## src/hdl/lz4_ram.sv

```systemverilog
// ---------------------------------------------------------------------------
// lz4_ram
// generic single-port-write, single-port-read ram with registered read
// ---------------------------------------------------------------------------
module lz4_ram #(
    parameter int WIDTH = 8,
    parameter int DEPTH = 256
) (
    input  logic                     aclk,
    input  logic                     we,
    input  logic [$clog2(DEPTH)-1:0] waddr,
    input  logic [WIDTH-1:0]         wdata,
    input  logic                     re,
    input  logic [$clog2(DEPTH)-1:0] raddr,
    output logic [WIDTH-1:0]         rdata
);
    logic [WIDTH-1:0] mem [DEPTH];

    always_ff @(posedge aclk) begin
        if (we) begin
            mem[waddr] <= wdata;
        end
        if (re) begin
            rdata <= mem[raddr];
        end
    end
endmodule

```

## config.mk

```make
export PLATFORM = sky130hd
export DESIGN_NAME = lz4_ram
export DESIGN_NICKNAME = d
export VERILOG_FILES = /design/src/hdl/lz4_ram.sv
export SDC_FILE = /design/constraint.sdc
export NUM_CORES = 2
export LEC_CHECK = 0
export ABC_AREA = 1
export BUFFER_PORTS_ARGS = -buffer_cell sky130_fd_sc_hd__buf_2
export CORE_MARGIN = 2
export CORE_UTILIZATION = 55
export DETAILED_ROUTE_END_ITERATION = 6
export PLACE_DENSITY = 0.71
export SYNTH_ARGS = -nofsm -noshare
export SYNTH_HDL_FRONTEND = slang
export SYNTH_SLANG_ARGS = --single-unit
```

## constraint.sdc

```tcl
create_clock -name aclk -period 3.3 [get_ports aclk]
set_clock_uncertainty 0.2 [all_clocks]
set_input_delay 0.33 -clock aclk [delete_from_list [all_inputs] [get_ports aclk]]
set_output_delay 0.33 -clock aclk [all_outputs]
set_load 0.03 [all_outputs]
```

Word-level counts from Yosys, hierarchy flattened
Memory sizes are Yosys's and may differ from the RTL's. A register that Yosys moved wholly into a read port is not among the register bits.
Cells that the tools add are included.

word-level totals
  logic and storage cells = 3
  bits in latches = 0
  register bits after elaboration = 0
  output and inout port bits = 8
  bits in writable memories = 2,048
  input port bits = 27
  memories = 1
  ROM bits = 0

memory list
  name  words  width  read ports  clocked after memory_dff  wr ports  line  text
  mem   256    8      1           1                         1         17    logic [WIDTH-1:0] mem [DEPTH];

operators by class
  multiply operators = 0
  shifts and indexed selects = 0
  add/subtract/negate cells = 0
  reductions and logical operators = 0
  div/mod/pow operators = 0
  eq/ne operators = 0
  muxes and demuxes = 2
  bitwise operators = 0
  magnitude comparators = 0

operators with widths
  operator  count
  $mux 1    2

Logic depth before layout (Yosys ltp)
  depth in word-level cells = 2
  mapped depth = 15
  mapped depth without buffers = 11

Worst setup path after synthesis
OpenSTA, ideal clock, no wires.

  path type = in2reg
  start = input we
  end = memory mem[162][0], enable pin
  data required time = 2.730 ns
  path slack = 1.279 ns
  setup time = 0.370 ns
  stages on the path = 4
  path buffers = 2
  arrival time = 1.451 ns
  path through = clkbuf_1 -> nand3_1 -> clkbuf_1 -> nor2_1

between the ends
  word-level cells in the longest chain between the ends = 2

ends and longest elaborated chain
  item                          line  text
  start: declaration            10    input logic we,
  $mux 1                        20    if (we) begin
  $mux 1 (implied by the code)  21    mem[waddr] <= wdata;
  end: declaration              17

No other way between the ends.

==> summary.txt <==
Run status
  – Status: completed

CTS
  – Clk buf depth: 3
  – TritonCTS buffer count: 195
  – Htree depth: 4
  – Post-CTS Setup Repair Bufs: 0
  – Clock Sinks: 2056
  – Worst skew pair latency: 0.83 ns
  – CTS clk-pin slew, worst paths: 0.07 ns
  – CTS root buf: clkbuf_16
  – TritonCTS clock tree: built
  – Resize count post-CTS: 0

Synthesis
  – Most area-consuming cells after synthesis: edfxtp_1, nand3_1, nand2_1
  – Synth cell count leaders: nand2_1, edfxtp_1, nand3_1
  – Count leader, synth: nand2_1
  – Post-Synthesis Cell Area: 83500 um2
  – Post-synthesis cell count: 7003
  – Primary FF master, synth: edfxtp_1
  – Yosys top cell by area: edfxtp_1
  – Post-Synth Adder-Cell Area: 0%
  – Library cells used by synthesis: 13
  – Simple-Gate Fraction of Synth Area: 22.9%
  – Synthesized Nets: 7030
  – Mapped Avg Cell Area: 11.9 um2
  – FFs w/ async S/R, synth: 0%
  – Ys Warns: 0
  – Top-area cell type share of the netlist area: 74.0%
  – XOR/XNOR Fraction of Synth Area: 0%
  – Post-synth EDFFs: 2056
  – Post-synthesis compound-gate area fraction: 0%
  – Flops & latches, synth: 2056
  – Post-synthesis mux area share: 0%
  – Main combinational cell family by area after synthesis: simple AND/OR/NAND/NOR gates
  – Sequential share of the synthesized area: 74.0%

Critical path
  – Path depth of the worst reg2reg path: 10
  – Critical Path Start: raddr[1]
  – CP top delay family: simple AND/OR/NAND/NOR gates
  – RR Startpoint: mem[119][6]
  – Crit path required time: 3.68 ns
  – R2r setup slk: 0.94 ns
  – Nature of the critical path endpoint: register
  – Max FO, Critical Path: 46
  – CP most frequent cell: nand3_1
  – Crit path cell chain: buf_8 > inv_8 > buf_12 > buf_12 > nand3_1 > nand3_1 > nand3_1 > nand3_1 > nand3_1 > nand3_1 > nand2_1 > nand2_1 > nand2_1
  – WS Path Type: input port to register
  – CP Depth: 13
  – Critical-path cell with the highest stage delay: nand3_1
  – CP endpoint: rdata[3]
  – Startpoint class of the critical path: input port
  – Buf+Inv Stages, Crit Path: 4
  – Max incr delay on CP: 0.34 ns
  – RR Endpoint: rdata[6]
  – CP Data Arrival Time: 2.83 ns

Pwr
  – NetSw: 12000 uW
  – Switching part of the total: 22.2%
  – Clk pwr share: 40.1%
  – Leak: 0.0332 uW
  – Combinational share of power: 6.4%
  – Pint: 41900 uW
  – Power Dens Cells: 573 nW/um2
  – Worst vdd ir: 380 uV
  – Sequential share of power: 53.5%
  – Total power: 53800 uW

STA
  – Hold Violations, Final: 0
  – RSZ-0062 raised after global routing: false
  – Worst Max-Slew Pin Slew: 1.32 ns
  – Total negative slack: 0 ns
  – Post-route clock period utilization: 74.2%
  – Rel. slew slack: 12.0%
  – Max Slew Vio Count: 0
  – Fmax: 408 MHz
  – Tmin final: 2.45 ns
  – # setup viols final: 0

Placed design
  – RePlAce Congestion: 0.910
  – Area after DPL: 87800 um2
  – HPWL Detailed: 135000 um
  – Port bufs: 34

Floorplanning
  – Die Ht: 394 um
  – Cell Rows: 142
  – Die width: 394 um
  – IO Count: 35
  – Die Area: 155000 um2
  – Initial Utilization: 55.5%
  – Core area: 150000 um2

Detailed routing
  – Via/cell ratio: 6.07
  – Routed wire length: 227000 um
  – Initial DRC Count: 8406
  – Routed vias: 56700
  – Drt pass-1 iters: 6
  – Avg WL per Cell: 24.3 um
  – Routed Antenna Nets: 0
  – Drt drc: 0

Cells and area
  – Final Instance Area: 94000 um2
  – Synth-to-Final Area Change: 12.6%
  – Layout Nets: 7197
  – Share of cells above drive strength 1: 9.60%

Global route
  – First-pass GRT wire length: 340000 um
  – Global route total overflow: 0
  – Vias in the first global route: 53800
  – Largest net degree at the start of global routing: 168
  – Initial antenna violation count: 9
  – GRT Total Usage: 29.0%

Hold path
  – Hold WC Path Type: input port to register

Flow run
  – Max-cap violations: 0
-- worst reg2reg max path, cell delays in order, from the launching register on --
cell	delay [ns]
edfxtp_1	0.36
nand2_1	0.08
nand3_1	0.12
nand3_1	0.13
nand3_1	0.14
nand3_1	0.14
nand3_1	0.42
nand3_1	0.27
nand2_1	0.13
nand2_1	0.10
nand2_1	0.06
-- power by group through the flow --
stage	combinational (uW)	sequential (uW)	clock, uW
floorplan	1780	29400	0
global placement	3300	29400	0
detailed placement	3350	29400	0
CTS	3380	28800	21700
global route	3670	28800	22700
finish	3440	28800	21600
-- worst min path at each step --
stage | cells after the start | to | start | slack (ns)
finish | 4 | mem[78][7] | waddr[7] | 0.11
CTS | 4 | mem[78][7] | waddr[7] | 0.06
floorplan | 0 | mem[0][0] | wdata[0] | 0.23
global placement | 1 | mem[119][0] | wdata[0] | 0.52
global route | 6 | rdata[5] | raddr[6] | 0.12
detailed placement | 1 | mem[117][0] | wdata[0] | 0.53
-- final cells by class --
cell class                 count  area, um2
sequential                  2056      61700
fill                       11200      56300
multi-input combinational   4425      19100
clock buffer                 246       5220
timing repair buffer         453       4320
tap                         2016       2520
clock inverter               107        846
inverter                      39        180
antenna                        5       12.5
-- sequential cells by signal (all words and copies together) (netlist names) --
register  count
mem        2048
rdata         8
-- cell families after synthesis --
family / Yosys count
DFF: 2056
buffers and inverters: 522
and+or+nand+nor: 4425
-- per-stage QoR --
step / cells / hold slack (ns) / setup WS, ns / util [%]
3_3_place_gp: 8979 / 0.522 / 0.169 / 58.4
3_5_place_dp: 8979 / 0.528 / 0.103 / 58.4
4_1_cts: 9342 / 0.0626 / 0.979 / 62.5
2_1_floorplan: 7003 / 0.229 / 1.28 / -
5_1_grt: 9342 / 0.119 / 0.800 / 62.5
6_report: 9347 / 0.113 / 0.851 / 62.5
-- routing by layer --
| metal | vias to the layer above | GRT usage, % | share of wire, % |
|---|---|---|---|
| met5 | - | 0 | 0.037 |
| met4 | 12 | 10.8 | 3.7 |
| met3 | 496 | 7.33 | 12 |
| met2 | 3539 | 44.1 | 45 |
| met1 | 27400 | 40.8 | 38 |
| li1 | 25200 | - | - |
-- layout by cell type (no fill, tap or decap) --
| cell | n |
|---|---|
| inv_8 | 2 |
| inv_2 | 1 |
| buf_2 | 22 |
| clkbuf_16 | 202 |
| buf_8 | 11 |
| clkinvlp_4 | 2 |
| diode_2 | 5 |
| inv_4 | 1 |
| nand3_1 | 2019 |
| buf_12 | 69 |
| nand2_1 | 2123 |
| buf_4 | 341 |
| clkbuf_1 | 44 |
| bufinv_16 | 14 |
| clkinv_4 | 1 |
| dlygate4sd3_1 | 10 |
| edfxtp_1 | 2056 |
| clkinv_2 | 33 |
| nor2_1 | 283 |
| clkinv_8 | 1 |
| inv_16 | 1 |
| clkinv_1 | 54 |
| inv_6 | 2 |
| inv_1 | 34 |
-- repair_timing --
item	4_1_cts	5_1_grt
endpoints found under the setup margin	0	0
endpoints found under the hold margin	742	0
hold buffers	10	0
(Power assumes the default switching activity.)
